--- config.mk ---
export PLATFORM = sky130hd
export DESIGN_NAME = vdu_ctrl
export DESIGN_NICKNAME = d
export VERILOG_FILES = /design/src/vdu_pkg.sv /design/src/vdu_ctrl.sv
export SDC_FILE = /design/constraint.sdc
export NUM_CORES = 1
export LEC_CHECK = 0
export BUFFER_PORTS_ARGS = -buffer_cell sky130_fd_sc_hd__buf_2
export CORE_AREA = 2 2 39 41
export DETAILED_ROUTE_END_ITERATION = 10
export DIE_AREA = 0 0 41 43
export MAX_ROUTING_LAYER = met4
export PLACE_DENSITY = 0.53
export SLEW_MARGIN = 0
export SYNTH_ARGS = -nofsm -noshare
export SYNTH_HDL_FRONTEND = slang
export SYNTH_SLANG_ARGS = --single-unit
--- constraint.sdc ---
create_clock -name clk -period 3.1 [get_ports clk]
set_input_delay 0 -clock clk [delete_from_list [all_inputs] [get_ports clk]]
set_output_delay 0 -clock clk [all_outputs]
set_load 0.1 [all_outputs]
--- src/vdu_pkg.sv ---
`timescale 1ns / 1ps
`default_nettype none
package vdu_pkg;

    localparam int ELEM_W  = 16;
    localparam int ACC_W   = 48;
    localparam int RAD_W   = 56;
    localparam int ROOT_W  = RAD_W / 2;
    localparam int NROOT_W = ACC_W / 2;
    localparam int NUM_W   = 64;
    localparam int DIST_W  = 32;
    localparam int FRAC_SH = 16;
    localparam logic [DIST_W-1:0] ONE_Q16 = 32'h0001_0000;
    localparam logic [DIST_W-1:0] DIST_MAX = 32'hFFFF_FFFF;

    typedef enum logic [1:0] {
        SQ_L2,
        SQ_NORM_A,
        SQ_NORM_B
    } sq_sel_t;

    typedef enum logic [3:0] {
        ST_ACCUM,
        ST_DRAIN,
        ST_SQ_L2,
        ST_WAIT_L2,
        ST_SQ_A,
        ST_WAIT_A,
        ST_SQ_B,
        ST_WAIT_B,
        ST_MUL,
        ST_CHECK,
        ST_DIV,
        ST_WAIT_DIV,
        ST_RESULT
    } state_t;

    typedef struct packed {
        logic    in_ready;
        logic    sq_start;
        sq_sel_t sq_sel;
        logic    ld_ra;
        logic    ld_den;
        logic    div_start;
        logic    res_ld;
    } vdu_cmd_t;

    typedef struct packed {
        logic last_xfer;
        logic sq_done;
        logic div_done;
        logic den_zero;
        logic metric;
        logic out_free;
    } vdu_status_t;

endpackage
`default_nettype wire

--- src/vdu_ctrl.sv ---
`timescale 1ns / 1ps
`default_nettype none
module vdu_ctrl (
    input  wire logic                 clk,
    input  wire logic                 rst_n,
    input  wire vdu_pkg::vdu_status_t status,
    output vdu_pkg::vdu_cmd_t         cmd,
    output vdu_pkg::state_t           state
);
    import vdu_pkg::*;

    state_t state_reg, state_next;

    always_comb
    begin
        state_next = state_reg;
        case (state_reg)
            ST_ACCUM:    if (status.last_xfer) state_next = ST_DRAIN;
            ST_DRAIN:    state_next = status.metric ? ST_SQ_A : ST_SQ_L2;
            ST_SQ_L2:    state_next = ST_WAIT_L2;
            ST_WAIT_L2:  if (status.sq_done) state_next = ST_RESULT;
            ST_SQ_A:     state_next = ST_WAIT_A;
            ST_WAIT_A:   if (status.sq_done) state_next = ST_SQ_B;
            ST_SQ_B:     state_next = ST_WAIT_B;
            ST_WAIT_B:   if (status.sq_done) state_next = ST_MUL;
            ST_MUL:      state_next = ST_CHECK;
            ST_CHECK:    state_next = status.den_zero ? ST_RESULT : ST_DIV;
            ST_DIV:      state_next = ST_WAIT_DIV;
            ST_WAIT_DIV: if (status.div_done) state_next = ST_RESULT;
            ST_RESULT:   if (status.out_free) state_next = ST_ACCUM;
            default:     state_next = ST_ACCUM;
        endcase
    end

    always_comb
    begin
        cmd        = '0;
        cmd.sq_sel = SQ_L2;
        case (state_reg)
            ST_ACCUM:
                cmd.in_ready = 1'b1;
            ST_SQ_L2:
                cmd.sq_start = 1'b1;
            ST_SQ_A:
            begin
                cmd.sq_start = 1'b1;
                cmd.sq_sel   = SQ_NORM_A;
            end
            ST_WAIT_A:
                cmd.ld_ra = status.sq_done;
            ST_SQ_B:
            begin
                cmd.sq_start = 1'b1;
                cmd.sq_sel   = SQ_NORM_B;
            end
            ST_MUL:
                cmd.ld_den = 1'b1;
            ST_DIV:
                cmd.div_start = 1'b1;
            ST_RESULT:
                cmd.res_ld = status.out_free;
            default:
                cmd.in_ready = 1'b0;
        endcase
    end

    always_ff @(posedge clk or negedge rst_n)
    begin
        if (!rst_n)
            state_reg <= ST_ACCUM;
        else
            state_reg <= state_next;
    end

    assign state = state_reg;
endmodule
`default_nettype wire

== Word level (Yosys, flattened, before mapping) ==
Cells that the tools add are included.
Cells by class
  eq/ne operators: 18
  mux-type cells: 16
  reduce and logical (&&, ||, !) cells: 3
Operators by type and width (number)
  case mux 4 bit (13 select lines): 1
  2-to-1 mux 4 bit: 6
  equality test 4 bit (second input constant): 5
  equality test 4 x 3 -> 1 bit (second input constant): 4
  inequality test 2 bit (second input constant): 6
  equality test 4 x 2 -> 1 bit (second input constant): 2
  2-to-1 mux 1 bit: 6
  2-to-1 mux 3 bit: 2
  AND reduction 6 bit: 1
  equality test 4 x 1 -> 1 bit (second input constant): 1
  logical NOT 4 bit: 1
  case mux 2 bit (2 select lines): 1
  OR reduction 3 bit: 1
Storage, ports and cells
  flip-flop bits (word level): 4
  input port bits: 8
  output and inout port bits: 12

== Depth between registers and ports, before layout ==
  depth in word-level cells: 3
  mapped depth: 5
  mapped depth without buffers: 4

== Worst setup path before layout ==
No wires, ideal clock.
  kind: register to output
  from: register state_reg[2], in the netlist state[2]
  to: output port cmd[7] (netlist bit)
  arrival time: 4.004 ns
  data required time: 3.100 ns
  setup slack: -0.904 ns
  stages on the path, launching flop included: 3
  path buffers: 1
  path through: dfrtp_1 > buf_4 > nor4_1
RTL lines
  from (decl): RTL line vdu_ctrl.sv:12  | state_t state_reg, state_next;
  from (signal assigned): RTL line vdu_ctrl.sv:72  | state_reg <= state_next;
  to (decl): RTL line vdu_ctrl.sv:7  | output vdu_pkg::vdu_cmd_t cmd,

== Final worst setup path ==
  from: register state_reg[0], in the netlist state[0]
  to: register state_reg[2], in the netlist state[2]
Between the ends
  word-level cells in the longest chain between the ends: 3
Ends and longest elaborated chain
  equality test 4 x 2 -> 1 bit (tied with other cells): RTL line vdu_ctrl.sv:17  | case (state_reg)
  inequality test 2 bit (no line)
  AND reduction 6 bit (no line)
Parallel ways exist; a longest one is shown, timed or not.
A chain may end at the register's enable or synchronous reset.

==> impl_metrics.json <==
{
  "outcome": "completed",
  "fill_cells": 156,
  "io_buffers": 19,
  "whs_ps": 112.1,
  "cts_resized": 0,
  "wire_per_inst_um": 11.93,
  "gp_congestion": 0.7467,
  "multi_input_area_sq_um": 270.3,
  "pre_cts_ws_ps": 1185,
  "yosysTopAreaCellShare": 0.2581,
  "numCtsBuffers": 3,
  "netlist.top_cell.by_area": "dfrtp_1",
  "routed_wirelength_um": 978,
  "core_sq_um": 1384,
  "hold_path_class": "primary input to async pin",
  "dr_total_vias": 411,
  "endpoint_kind": "register",
  "synth_seq_cells": 4,
  "via_per_inst": 5.012,
  "worstMarginPinSlew_ps": 526.8,
  "crit_start": "state[0]",
  "grt_pass1_wl_mm": 1.635,
  "path_buf_inv": 0,
  "ctsHoldBuffers": 1,
  "cts.htree.levels": 1,
  "period_needed_ps": 1886,
  "cap_violations": 0,
  "setup_slack_ps": 1214,
  "track_usage": 0.1392,
  "worst_ep_arrival_time_ps": 2000,
  "synth_nets": 55,
  "crit_chain": "nand2_1 -> or3_4 -> a31oi_4 -> mux2_4",
  "remaining_drc_errors": 0,
  "die_h_um": 43,
  "layout.nets": 76,
  "ant_nets": 0,
  "cts-root-buf": "clkbuf_4",
  "cts_setup_buffers": 0,
  "largest_reg_flops": 4,
  "drive_gt1_frac": 0.5152,
  "path_delay_family": "flip-flops",
  "critPathMaxStageDelay_ps": 660,
  "reg2regPathDepth": 4,
  "grt_max_degree": 16,
  "rsz0062_at_grt": "false",
  "final_common_cell": "buf_2",
  "ios": 20,
  "mostFrequentLayoutCells": "buf_2, nand2_1, a21oi_1, nor3_2, dfrtp_1",
  "finalMaxSlewViolations": 0,
  "area_growth_pct": 37.42,
  "post-route-period-util": 0.6083,
  "drt-pass1-iter-count": 4,
  "startpoint_type": "register",
  "cp.required_ps": 3210,
  "initial_utilization": 0.2803,
  "path_clk_slew_ps": 40,
  "setup_viol": 0,
  "antenna_found_initial": 0,
  "relSlewSlack": 0.6488,
  "gr-total-overflow": 0,
  "netlist_top_cells_area": "dfrtp_1, mux2_4, a21oi_1, nor3_1, buf_4",
  "seqCellArea_sq_um": 100.1,
  "critPathKind": "register to register",
  "hold_violations": 0,
  "clk_path_buf_depth": 2,
  "grt_pass1_vias": 382,
  "finalClockSkew_ps": 2.155,
  "cp.depth": 4,
  "rows": 14,
  "crit_slowest_cell": "dfrtp_1",
  "max_freq_ghz": 0.5303,
  "critPathMaxFanout": 15,
  "dpl.hpwl_um": 697.7,
  "fp.dieArea_sq_um": 1763,
  "reg2reg_from": "state[0]",
  "avgSynthCellArea_sq_um": 8.253,
  "die_x_um": 41,
  "ys_warn_count": 0,
  "r2r_end": "state[2]",
  "syn_area_sq_um": 387.9,
  "synthDistinctLibCells": 22,
  "ff2ff_setup_slack_ps": 1210,
  "insertedDiodeCount": 0,
  "cts_num_sinks": 4,
  "crit_end": "state[2]",
  "drt_iter0_markers": 6,
  "cts_tree": "done",
  "synth_seq_area_share": 0.2581,
  "synthesis.instances": 47,
  "setup-tns-final_ps": 0,
  "insertion_delay_ps": 230
}
metrics by stage:
| stage | util | instance area, sq um | instances |
|---|---|---|---|
| after floorplan | - | 419.2 | 47 |
| after global placement | 0.3617 | 500.5 | 78 |
| after detailed placement | 0.3617 | 500.5 | 78 |
| after CTS | 0.3852 | 533.0 | 82 |
| after global routing | 0.3852 | 533.0 | 82 |
| final | 0.3852 | 533.0 | 82 |
synthesized netlist by cell type:
cell	count
a21oi_1	5
a31oi_1	1
a211oi_1	2
o31ai_1	1
nor3_1	5
or3_4	1
nor4_1	2
mux2i_1	1
nor3b_2	1
buf_4	3
o221ai_1	1
inv_2	1
inv_1	3
a221oi_1	1
mux2_4	2
a31oi_4	1
buf_6	1
nand2_1	6
or3_1	1
nor2_1	3
dfrtp_1	4
nand3_1	1
cell type report:
type | count | area share
repair buffers | 20 | 0.1972
inverters | 4 | 0.02817
multi-input cells | 35 | 0.5070
clock buffers | 3 | 0.04225
well taps | 16 | 0.03756
flip-flops and latches | 4 | 0.1878
cells by family (layout without fill, tap and decap cells):
kind of cell           after synthesis  in the layout  synth area share
AOI/OAI and AO/OA                   12             12            0.2387
buffers and inverters                8             27            0.1258
DFF                                  4              4            0.2581
muxes                                3              3            0.1032
and+or+nand+nor                     20             20            0.2742
worst min-delay path by stage:
stage	from	to	slack, ps	depth (start not counted)
floorplan	rst_n	state[0]	-300	0
global placement	rst_n	state[2]	-190	1
detailed placement	rst_n	state[2]	-190	1
CTS	rst_n	state[2]	100	2
global route	rst_n	state[2]	130	2
finish	rst_n	state[2]	110	2
per-layer routing:
metal	vias up	GRT usage	wire length (um)
met5	-	-	0
met4	0	0.1000	0
met3	0	0.01571	30
met2	8	0.1844	473
met1	192	0.1877	474
li1	211	-	-
Power is left out: the tool's default activity adds up to more than one toggle a clock period on the data nets, which glitch-free logic cannot reach.
